[src/hdl/ghsc_pkg.sv]
// Shared types, constants and tables for the go-to-heading speed controller.
// Used by every module of the block; no dependencies.
`default_nettype none
package ghsc_pkg;

    localparam int IN_W   = 192;
    localparam int OUT_W  = 136;
    localparam int CFG_W  = 31;
    localparam int CIN_W  = 36;
    localparam int CORD_W = 46;

    localparam logic [1:0] REG_STOP_RANGE = 2'd0;
    localparam logic [1:0] REG_FAR_SPEED  = 2'd1;
    localparam logic [1:0] REG_ANGLE_TOL  = 2'd2;
    localparam logic [1:0] REG_DIST_TOL   = 2'd3;

    localparam logic [30:0] RST_STOP_RANGE = 31'd0;
    localparam logic [30:0] RST_FAR_SPEED  = 31'd196608;
    localparam logic [17:0] RST_ANGLE_TOL  = 18'd7864;
    localparam logic [30:0] RST_DIST_TOL   = 31'd72090;

    localparam logic signed [33:0] FX_PI         = 34'sd205887;
    localparam logic signed [33:0] FX_HALF_PI    = 34'sd102944;
    localparam logic signed [33:0] FX_THREE      = 34'sd196608;
    localparam logic signed [35:0] FX_FIVE       = 36'sd327680;
    localparam logic signed [35:0] FX_ONE        = 36'sd65536;
    localparam logic [34:0]        FX_FIFTEEN    = 35'd983040;
    localparam logic signed [33:0] FX_FAR_SPD    = 34'sd13107;
    localparam logic signed [33:0] FX_SPEED_STEP = 34'sd1311;
    localparam logic signed [33:0] FX_TURN_STEP  = 34'sd6554;
    localparam logic signed [33:0] FX_DECAY_BAND = 34'sd1966;
    localparam logic signed [33:0] FX_DECAY_EDGE = 34'sd1311;
    localparam logic signed [33:0] FX_DECAY_STEP = 34'sd655;
    localparam logic [25:0]        DIV100_MUL    = 26'd42949673;

    localparam logic [4:0] CORDIC_LAST = 5'd16;

    typedef struct packed {
        logic       load;
        logic       mul_en;
        logic [2:0] mul_idx;
        logic       cordic_start;
        logic       root_en;
        logic       stage_a;
        logic       commit;
    } ghsc_cmd_t;

    typedef struct packed {
        logic cordic_done;
    } ghsc_status_t;

    function automatic logic [16:0] atan_entry(input logic [4:0] i);
        logic [16:0] r;
        case (i)
            5'd0:    r = 17'd51472;
            5'd1:    r = 17'd30386;
            5'd2:    r = 17'd16055;
            5'd3:    r = 17'd8150;
            5'd4:    r = 17'd4091;
            5'd5:    r = 17'd2047;
            5'd6:    r = 17'd1024;
            5'd7:    r = 17'd512;
            5'd8:    r = 17'd256;
            5'd9:    r = 17'd128;
            5'd10:   r = 17'd64;
            5'd11:   r = 17'd32;
            5'd12:   r = 17'd16;
            5'd13:   r = 17'd8;
            5'd14:   r = 17'd4;
            5'd15:   r = 17'd2;
            5'd16:   r = 17'd1;
            default: r = 17'd0;
        endcase
        return r;
    endfunction

    function automatic logic [31:0] sat32(input logic signed [35:0] v);
        logic [31:0] r;
        if (v > 36'sd2147483647)       r = 32'h7FFF_FFFF;
        else if (v < -36'sd2147483648) r = 32'h8000_0000;
        else                           r = v[31:0];
        return r;
    endfunction

endpackage
`default_nettype wire

[src/hdl/ghsc_ctrl.sv]
// Controller: sequences load, squaring, root, CORDIC wait, evaluation and
// output hand-off. Uses ghsc_pkg.
`default_nettype none
module ghsc_ctrl (
    input  wire logic                   aclk,
    input  wire logic                   aresetn,
    input  wire logic                   s_tvalid,
    output logic                        s_tready,
    output logic                        m_tvalid,
    input  wire logic                   m_tready,
    input  wire ghsc_pkg::ghsc_status_t status,
    output ghsc_pkg::ghsc_cmd_t         cmd
);
    localparam logic [2:0] ST_IDLE = 3'd0;
    localparam logic [2:0] ST_MUL  = 3'd1;
    localparam logic [2:0] ST_ROOT = 3'd2;
    localparam logic [2:0] ST_WAIT = 3'd3;
    localparam logic [2:0] ST_EVA  = 3'd4;
    localparam logic [2:0] ST_EVB  = 3'd5;

    logic [2:0] state_reg, state_next;
    logic [5:0] cnt_reg, cnt_next;
    logic       m_tvalid_reg, m_tvalid_next;

    always_comb begin
        state_next = state_reg;
        cnt_next = cnt_reg;
        cmd = '0;
        s_tready = 1'b0;
        case (state_reg)
            ST_IDLE: begin
                s_tready = 1'b1;
                if (s_tvalid) begin
                    cmd.load = 1'b1;
                    cnt_next = '0;
                    state_next = ST_MUL;
                end
            end
            ST_MUL: begin
                cmd.mul_en = 1'b1;
                cmd.mul_idx = cnt_reg[2:0];
                cmd.cordic_start = (cnt_reg == 6'd0);
                cnt_next = cnt_reg + 6'd1;
                if (cnt_reg == 6'd5) begin
                    cnt_next = '0;
                    state_next = ST_ROOT;
                end
            end
            ST_ROOT: begin
                cmd.root_en = 1'b1;
                cnt_next = cnt_reg + 6'd1;
                if (cnt_reg == 6'd32) state_next = ST_WAIT;
            end
            ST_WAIT: begin
                if (status.cordic_done) state_next = ST_EVA;
            end
            ST_EVA: begin
                cmd.stage_a = 1'b1;
                state_next = ST_EVB;
            end
            ST_EVB: begin
                if (!m_tvalid_reg || m_tready) begin
                    cmd.commit = 1'b1;
                    state_next = ST_IDLE;
                end
            end
            default: state_next = ST_IDLE;
        endcase
        m_tvalid_next = cmd.commit ? 1'b1 : (m_tready ? 1'b0 : m_tvalid_reg);
    end

    always_ff @(posedge aclk) begin
        if (!aresetn) begin
            state_reg <= ST_IDLE;
            cnt_reg <= '0;
            m_tvalid_reg <= 1'b0;
        end else begin
            state_reg <= state_next;
            cnt_reg <= cnt_next;
            m_tvalid_reg <= m_tvalid_next;
        end
    end

    assign m_tvalid = m_tvalid_reg;

    a_commit_free: assert property (@(posedge aclk) disable iff (!aresetn)
        cmd.commit |-> !(m_tvalid_reg && !m_tready)) else $error("result overwritten");
    a_commit_valid: assert property (@(posedge aclk) disable iff (!aresetn)
        cmd.commit |=> m_tvalid_reg) else $error("result not presented");
    a_accept_mul: assert property (@(posedge aclk) disable iff (!aresetn)
        (s_tvalid && s_tready) |=> (state_reg == ST_MUL && cnt_reg == 6'd0))
        else $error("request not started");
    a_eval_done: assert property (@(posedge aclk) disable iff (!aresetn)
        cmd.stage_a |-> status.cordic_done) else $error("angles not ready");

endmodule
`default_nettype wire

[config.mk]
export PLATFORM = sky130hd
export DESIGN_NAME = ghsc_ctrl
export DESIGN_NICKNAME = d
export VERILOG_FILES = /design/src/hdl/ghsc_pkg.sv /design/src/hdl/ghsc_ctrl.sv
export SDC_FILE = /design/constraint.sdc
export NUM_CORES = 1
export LEC_CHECK = 0
export BUFFER_PORTS_ARGS = -buffer_cell sky130_fd_sc_hd__buf_2
export CORE_MARGIN = 10
export CORE_UTILIZATION = 45
export CTS_CLUSTER_SIZE = 12
export DETAILED_ROUTE_END_ITERATION = 10
export PLACE_DENSITY = 0.7
export SYNTH_ARGS = -nofsm -noshare
export SYNTH_HDL_FRONTEND = slang
export SYNTH_SLANG_ARGS = --single-unit
[constraint.sdc]
create_clock -name aclk -period 1.7 [get_ports aclk]
set_input_delay 0 -clock aclk [delete_from_list [all_inputs] [get_ports aclk]]
set_output_delay 0 -clock aclk [all_outputs]
set_load 0.005 [all_outputs]
==> out/qor.csv, run 1 <==
stage,metric,value,unit
placed_design,place_ws,-0.1658,ns
floorplan,die_h,57.44,um
final_layout,finalNetCount,119,
sta,drv_slew,0,
status,status,"complete, but fails checks",
grt,grt-ovfl-total,0,
placed_design,dp.final_hpwl,1316,um
synthesis,synth-seq-area-share,0.3175,
critical_path,cp.arrival,2.03,ns
floorplan,num_rows,13,
clock_tree,htree_levels,1,
sta,rsz0062_at_grt,true,
critical_path,path_max_fanout,3,
synthesis,syn_area_per_cell,7.982,sq um
critical_path,cp-start-kind,flip-flop,
synthesis,synth_adder_area_share,0.05952,
sta,worst_pin_slew,0.4657,ns
synthesis,synth_xor_area_frac,0.06944,
synthesis,netlist_instances,79,
grt,grt_usage,0.1064,
synthesis,ys_types,32,
grt,grt_max_degree,12,
routing,drt_iter0_drc,14,
synthesis,synth_top_family_by_area,simple AND/OR/NAND/NOR gates,
critical_path,endpoint_kind,flip-flop,
final_layout,diodes,0,
routing,drt-wirelength-per-cell,13.82,um
floorplan,start_util,0.4786,
sta,finalHoldViolations,0,
floorplan,ios,16,
critical_path,path_buf_inv,1,
sta,fmax,534.8,MHz
routing,avgViaCountPerCell,5.240,
clock_tree,cts_tree,yes,
routing,wl,1727,um
placed_design,gp_congestion,0.8510,
synthesis,ys_ff_latch,10,
sta,period_share,1.100,
power_and_ir_drop,p_per_area,1392,mW/mm^2
placed_design,portBuffers,15,
routing,firstDrtPassIters,4,
grt,grt_pass1_wl,2808,um
routing,drc,0,
synthesis,syn_nets,87,
synthesis,synth_compound_area_frac,0.09722,
critical_path,cp_slowest_cell,or4b_4,
clock_tree,root_buffer,clkbuf_4,
floorplan,core,0.001318,sq mm
routing,vias,655,
synthesis,synth_warnings,0,
sta,slew_headroom,0.6889,
clock_tree,clk_pin_slew,0.07,ns
critical_path,required,1.86,ns
floorplan,die_w,57.44,um
power_and_ir_drop,leakagePower,0.4101,nW
sta,final-setup-viol-count,3,
power_and_ir_drop,p_total,0.001226,W
critical_path,crit_chain,inv_2 -> ha_4 -> or4b_4 -> o21a_1 -> or4_4 -> mux2i_1,
sta,min_period,1.870,ns
clock_tree,cts_made_buffers,3,
clock_tree,clockBufferDepth,2,
synthesis,syn-cell-area,630.6,sq um
power_and_ir_drop,peakVddDrop,0.9100,mV
clock_tree,cts.sinks,10,
sta,setup_ws,-0.1697,ns
worst_hold_path,min_path_type,in2reg,
critical_path,path_delay_family,simple AND/OR/NAND/NOR gates,
grt,grt_pass1_vias,635,
routing,drtAntennaViolNets,0,
final_layout,largest_reg_flops,6,
status,violations,setup timing,
clock_tree,clkLatencyLatePin,0.27,ns
job,cap_violations,0,
final_layout,area_growth,39.68,%
synthesis,synthSimpleGateAreaFrac,0.3651,
final_layout,drive_above_1_share,0.4273,
grt,antenna_found_initial,0,
critical_path,max_stage_delay,0.46,ns
sta,skew,0.0002781,ns
critical_path,crit_type,reg2reg,
floorplan,fp.dieArea,0.003299,sq mm
synthesis,synth_mux_area_frac,0.03175,
worst register-to-register path, delay by kind of cell, from the launching register on:
family	cells	cell delay, ns
muxes	1	0.14
and+or+nand+nor	2	0.90
adders and majority gates	1	0.13
buffers and inverters	1	0.08
DFF	1	0.33
AOI/OAI and AO/OA	1	0.18
through the flow:
step	TNS [ns]	hold WS (ns)	instances	area, sq um	util
floorplan	-0.2408	0.1103	79	631.9	-
global placement	-0.2704	0.2828	116	793.3	0.6021
detailed placement	-0.4596	0.2942	116	793.3	0.6021
CTS	-0.4261	0.04310	122	858.3	0.6515
global route	-0.7750	0.04494	125	880.8	0.6686
finish	-0.4728	0.04383	125	880.8	0.6686
power by group:
part / switching [W] / internal (W) / total (W)
registers: 0.0000442 / 0.000278 / 0.000322
logic: 0.000313 / 0.000370 / 0.000683
clock network: 0.0000909 / 0.000130 / 0.000221
logic make-up (layout without fill, tap and decap cells):
kind of cell             Yosys count  in the layout
AO/OA/AOI/OAI                     10             10
multiplexers                       2              2
XOR/XNOR                           5              5
AND/OR/NAND/NOR                   40             40
buffers and inverters              9             40
flip-flops                        10             10
adder cells (fa/ha/maj)            3              3
final cells by class:
cell class                      instances  area, sq um
Tap cell                               15        18.77
Clock buffer                            4        36.28
Multi-Input combinational cell         60        405.4
Fill cell                             120        436.7
Inverter                                4        15.01
Sequential cell                        10        202.7
Timing Repair Buffer                   32        202.7
Yosys cell counts, drive strengths merged:
library cell	count	share of area
a21oi	4	0.032
nor3	2	0.016
nand4	2	0.020
o21ai	2	0.016
nand3b	3	0.036
nor2b	1	0.0099
nand3	3	0.024
nor3b	1	0.012
or3	1	0.0099
o21a	1	0.012
inv	4	0.024
a41oi	1	0.014
o31ai	1	0.012
nor2	10	0.060
xnor2	2	0.028
nand2b	2	0.020
buf	1	0.012
mux2i	2	0.032
clkbuf	4	0.024
or4b	1	0.022
dfxtp	10	0.32
ha	3	0.060
and3	1	0.012
and2	4	0.044
or3b	1	0.014
nand4b	1	0.014
nand2	6	0.036
a21boi	1	0.012
or4	1	0.018
xor2	3	0.042
cell usage in the layout (no fill, tap or decap), types with 2 or more instances in the layout:
cell | Yosys | final
nand4_1 | 2 | 2
a21oi_1 | 4 | 4
nand3b_1 | 3 | 3
xor2_1 | 3 | 3
nor2_1 | 10 | 10
dfxtp_2 | 0 | 2
and2_2 | 2 | 2
clkbuf_4 | 0 | 3
ha_1 | 3 | 2
buf_2 | 0 | 15
buf_4 | 1 | 17
and2_1 | 2 | 2
xnor2_1 | 2 | 2
nand3_1 | 3 | 3
nor3_1 | 2 | 2
nand2_1 | 6 | 6
inv_2 | 0 | 2
inv_1 | 4 | 2
nand2b_1 | 2 | 2
dfxtp_1 | 10 | 8
mux2i_1 | 2 | 2
path summary, 6_finish.rpt:
check / from / end / slack, ns / cells after the start
worst max register to register: cnt_reg[1] / state_reg[1] / -0.17 / 6
worst min-delay path: aresetn / state_reg[2] / 0.04 / 3
worst min register to register: m_tvalid / m_tvalid / 0.56 / 2
worst max-delay path: cnt_reg[1] / state_reg[1] / -0.17 / 6
per-layer routing:
metal	routed length [um]	global-route usage	vias up
met1	713	0.1050	293
met2	871	0.1902	24
met3	124	0.05310	4
met4	17	0.03020	0
met5	0	0	-
li1	-	-	334
repair_timing:
action	CTS	global route
gates resized for setup	3	0
hold endpoints to repair	0	0
hold buffers	0	0
setup endpoints to repair	3	10
buffers inserted	2	3
Power figures use the tool's default switching activity.
==> run 2: changes to the inputs <==
- SETUP_SLACK_MARGIN: not set -> 0.5
==> run 2 against run 1 <==
Net effect: the run still ends with setup timing left; clock power up 11%; design area is 36% higher; clock skew is 0.0015 ns higher; first-iteration DRC count grew to 5.6 times the previous value; final cell count up 10%; non-clock buffer count rose by 13; global-route usage up 4.0 points; hold slack worse by 0.016 ns; sequential share of layout area down 5.3 points; critical path type unchanged; highest routed layer unchanged.
==> out/qor.csv, run 2 (synthesis results as in run 1) <==
stage,metric,value,unit
floorplan,num_rows,13,
final_layout,area_growth,90.28,%
sta,finalHoldViolations,0,
sta,skew,0.001789,ns
sta,worst_pin_slew,0.2801,ns
sta,finalSetupTns,-0.5001,ns
placed_design,dp.final_hpwl,1330,um
floorplan,die_w,57.44,um
routing,wl,3149,um
floorplan,core,0.001318,sq mm
grt,grt_pass1_vias,780,
power_and_ir_drop,comb_power_share,0.682,
critical_path,cp_slowest_cell,or4b_4,
critical_path,endpoint_kind,flip-flop,
grt,grt-ovfl-total,0,
clock_tree,clk_pin_slew,0.09,ns
clock_tree,clockBufferDepth,2,
floorplan,die_h,57.44,um
critical_path,cp.arrival,2.06,ns
final_layout,final_common_cell,buf_6,
grt,grt_pass1_wl,3822,um
final_layout,drive_above_1_share,0.6585,
grt,grt_max_degree,9,
worst_hold_path,min_path_type,in2reg,
routing,drt_iter0_drc,79,
critical_path,path_max_fanout,3,
power_and_ir_drop,leakagePower,0.5154,nW
power_and_ir_drop,seqPwrFrac,0.184,
critical_path,cp-start-kind,flip-flop,
sta,rsz0062_at_grt,true,
sta,min_period,1.889,ns
floorplan,start_util,0.4786,
critical_path,crit_chain,inv_2 -> ha_1 -> or4b_4 -> o21a_1 -> or4_4 -> mux2i_1,
final_layout,multiInputGateArea,536.8,sq um
sta,drv_slew,0,
sta,whs,0.02734,ns
routing,drc,0,
routing,drt-wirelength-per-cell,22.82,um
final_layout,finalNetCount,132,
grt,antenna_found_initial,0,
sta,final-setup-viol-count,3,
routing,avgViaCountPerCell,6.181,
floorplan,fp.dieArea,0.003299,sq mm
routing,drtAntennaViolNets,0,
clock_tree,root_buffer,clkbuf_4,
placed_design,gp_congestion,0.8030,
power_and_ir_drop,clkPwrFrac,0.134,
sta,setup_ws,-0.1894,ns
grt,grt_usage,0.1464,
final_layout,diodes,0,
sta,fmax,529.3,MHz
critical_path,required,1.88,ns
final_layout,largest_reg_flops,6,
placed_design,portBuffers,15,
routing,vias,853,
sta,period_share,1.111,
status,status,"complete, but fails checks",
status,violations,setup timing,
final_layout,fill_cells,55,
clock_tree,cts_made_buffers,3,
clock_tree,cts_tree,yes,
clock_tree,clkLatencyLatePin,0.29,ns
job,cap_violations,0,
critical_path,max_stage_delay,0.47,ns
routing,firstDrtPassIters,4,
clock_tree,htree_levels,1,
sta,slew_headroom,0.8126,
power_and_ir_drop,peakVddDrop,1.212,mV
placed_design,place_ws,-0.1245,ns
power_and_ir_drop,p_per_area,1531,mW/mm^2
power_and_ir_drop,p_switching,0.0007520,W
final_layout,seq_area,212.7,sq um
clock_tree,hold_buffers,0,
floorplan,ios,16,
power_and_ir_drop,cell_internal_pwr,0.001085,W
critical_path,ff2ff_setup_slack,-0.19,ns
power_and_ir_drop,power_switching_share,0.4093,
clock_tree,cts.sinks,10,
critical_path,crit_type,reg2reg,
final_layout,layout_common_cells,"buf_6 (18), buf_4 (16), buf_2 (11)",
run 2: cell count changes in the layout (fill, tap and decap cells not counted), moves of 2 or more:
cell     before  now
dfxtp_1       8    6
dfxtp_4       0    3
nor2_4        0    6
a21oi_1       4    2
buf_6         0   18
buf_2        15   11
nor2_1       10    3
run 2: path summary, 6_finish.rpt:
check                                 from      endpoint  cells after the start
worst max-delay path            cnt_reg[1]  state_reg[1]                      6
worst min-delay path               aresetn  state_reg[2]                      3
worst max register to register  cnt_reg[1]  state_reg[1]                      6
worst min register to register    m_tvalid      m_tvalid                      2
run 2: area by class of cell:
class                      count  share of cell area
clock buffer                   4             0.03024
tap                           15             0.01564
sequential                    10              0.1773
timing repair buffer          45              0.3149
inverter                       4             0.01460
multi-input combinational     60              0.4473
run 2: layer usage:
layer,track usage,vias to the layer above,wire length [um]
li1,-,356,-
met1,0.1642,394,1094
met2,0.2362,83,1469
met3,0.04867,20,392
met4,0.08054,0,193
met5,0,-,0
run 2: critical path, delay by kind of cell, from the launching register on:
kind / cells / cell delay [ns]
flip-flops: 1 / 0.34
multiplexers: 1 / 0.14
AND/OR/NAND/NOR: 2 / 0.91
buffers and inverters: 1 / 0.06
adder cells (fa/ha/maj): 1 / 0.14
AO/OA/AOI/OAI: 1 / 0.19
run 2: power by group through the flow:
stage                     logic, W  registers, W  clock network, W
final                      0.00125      0.000338          0.000246
after global routing       0.00131      0.000340          0.000257
after CTS                 0.000932      0.000325          0.000220
after detailed placement  0.000628      0.000336                 0
after global placement    0.000612      0.000336                 0
after floorplan           0.000399      0.000306                 0
run 2: repair_timing:
| action | CTS | global route |
|---|---|---|
| gates resized for setup | 32 | 23 |
| buffers inserted | 10 | 6 |
| pin swaps | 11 | 13 |
| setup endpoints to repair | 16 | 18 |
run 2: per-stage QoR:
| stage | total power [W] | util | cells | instance area, sq um |
|---|---|---|---|---|
| 2_1_floorplan | 0.0007044 | - | 79 | 651.9 |
| 5_1_grt | 0.001908 | 0.9107 | 138 | 1200 |
| 6_report | 0.001837 | 0.9107 | 138 | 1200 |
| 3_3_place_gp | 0.0009481 | 0.6277 | 118 | 827.0 |
| 3_5_place_dp | 0.0009640 | 0.6277 | 118 | 827.0 |
| 4_1_cts | 0.001478 | 0.7939 | 132 | 1046 |
==> run 3: changes to the inputs <==
- RECOVER_POWER: not set -> 50
==> run 3 against run 2 <==
Net effect: the flow still finishes with violations (setup timing); first-iteration DRC count increased by 1.3%; clock-buffer cell count unchanged; final cell count did not move.
==> out/qor.csv, run 3 (synthesis results as in run 1) <==
stage,metric,value,unit
status,status,"complete, but fails checks",
status,violations,setup timing,
routing,avgViaCountPerCell,6.341,
power_and_ir_drop,p_total,0.001841,W
critical_path,crit_type,reg2reg,
grt,antenna_found_initial,0,
final_layout,diodes,0,
routing,drt_iter0_drc,80,
critical_path,reg2reg_to,state_reg[1],
placed_design,dp.final_hpwl,1330,um
clock_tree,cts_made_buffers,3,
critical_path,reg2regPathDepth,6,
floorplan,num_rows,13,
critical_path,r2r-start,cnt_reg[1],
clock_tree,root_buffer,clkbuf_4,
grt,grt-ovfl-total,0,
worst_hold_path,min_path_type,in2reg,
clock_tree,hold_buffers,0,
floorplan,fp.dieArea,0.003299,sq mm
clock_tree,htree_levels,1,
floorplan,die_h,57.44,um
worst_hold_path,whs_path_depth,3,
routing,drc,0,
grt,grt_usage,0.1464,
worst_hold_path,min_from,aresetn,
sta,final-setup-viol-count,3,
sta,min_period,1.892,ns
floorplan,ios,16,
final_layout,fill_cells,56,
job,cap_violations,0,
critical_path,ff2ff_setup_slack,-0.19,ns
critical_path,required,1.87,ns
sta,finalHoldViolations,0,
final_layout,multiInputGateArea,536.8,sq um
final_layout,layout_common_cells,"buf_6 (18), buf_4 (16), buf_2 (10)",
critical_path,endpoint_kind,flip-flop,
routing,firstDrtPassIters,4,
clock_tree,clk_pin_slew,0.09,ns
placed_design,place_ws,-0.1245,ns
sta,finalSetupTns,-0.5064,ns
final_layout,final_common_cell,buf_6,
routing,drtAntennaViolNets,0,
final_layout,finalNetCount,132,
final_layout,seq_area,212.7,sq um
floorplan,die_w,57.44,um
sta,drv_slew,0,
grt,grt_max_degree,9,
grt,grt_pass1_vias,780,
power_and_ir_drop,leakagePower,0.5109,nW
final_layout,largest_reg_flops,6,
final_layout,area_growth,90.08,%
critical_path,cp-start-kind,flip-flop,
power_and_ir_drop,peakVddDrop,1.208,mV
sta,skew,0.001535,ns
power_and_ir_drop,p_per_area,1536,mW/mm^2
floorplan,start_util,0.4786,
routing,vias,875,
worst_hold_path,hold_end,state_reg[2],
sta,worst_pin_slew,0.2800,ns
placed_design,gp_congestion,0.8030,
sta,setup_ws,-0.1921,ns
clock_tree,clkLatencyLatePin,0.29,ns
critical_path,path_max_fanout,3,
routing,wl,3159,um
clock_tree,cts.sinks,10,
routing,drt-wirelength-per-cell,22.89,um
sta,period_share,1.113,
final_layout,utilization,0.9098,
sta,slew_headroom,0.8127,
critical_path,cp.arrival,2.07,ns
floorplan,core,0.001318,sq mm
sta,fmax,528.5,MHz
clock_tree,clockBufferDepth,2,
sta,rsz0062_at_grt,true,
placed_design,portBuffers,15,
grt,grt_pass1_wl,3822,um
final_layout,drive_above_1_share,0.6504,
clock_tree,cts_tree,yes,
## run 3: repair_timing
| item | 4_1_cts | 5_1_grt |
|---|---|---|
| setup endpoints to repair | 16 | 18 |
| pin swaps | 11 | 13 |
| resized for setup | 32 | 23 |
| buffers inserted | 10 | 6 |
## run 3: per-stage QoR
stage          instances  cell area (sq um)  hold WS (ns)
2_1_floorplan         79              651.9        0.1103
3_5_place_dp         118              827.0        0.2838
6_report             138               1199       0.02621
3_3_place_gp         118              827.0        0.2824
5_1_grt              138               1199       0.03770
4_1_cts              132               1046       0.01946
## run 3: worst max-delay path, stage by stage (launching register included)
cell and delay, ns:
dfxtp_1 0.34, inv_2 0.06, ha_1 0.14, or4b_4 0.47, o21a_1 0.19, or4_4 0.44, mux2i_1 0.14
## run 3: cell type report
| type | count | share of cell area |
|---|---|---|
| Tap cell | 15 | 0.01566 |
| Sequential cell | 10 | 0.1775 |
| Timing Repair Buffer | 45 | 0.3142 |
| Inverter | 4 | 0.01461 |
| Clock buffer | 4 | 0.03027 |
| Multi-Input combinational cell | 60 | 0.4478 |
## run 3: how the worst max path moves through the flow
stage / startpoint / to / slack (ns) / cells past startpoint
finish: cnt_reg[1] / state_reg[1] / -0.19 / 6
global route: cnt_reg[1] / state_reg[1] / -0.24 / 6
CTS: cnt_reg[0] / state_reg[0] / -0.13 / 6
detailed placement: cnt_reg[0] / state_reg[0] / -0.12 / 6
global placement: cnt_reg[0] / state_reg[1] / -0.08 / 6
floorplan: cnt_reg[0] / state_reg[1] / -0.1 / 6
## run 3: layer usage
layer / global-route usage / wire, um / up-vias
li1: - / - / 355
met1: 0.1642 / 1059 / 404
met2: 0.2362 / 1478 / 95
met3: 0.04867 / 419 / 21
met4: 0.08054 / 201 / 0
met5: 0 / 0 / -
## run 3: where the power goes
group          internal (W)  switching [W]  total (W)
sequential         0.000288      0.0000504   0.000338
clock              0.000131       0.000116   0.000246
combinational      0.000667       0.000589    0.00126
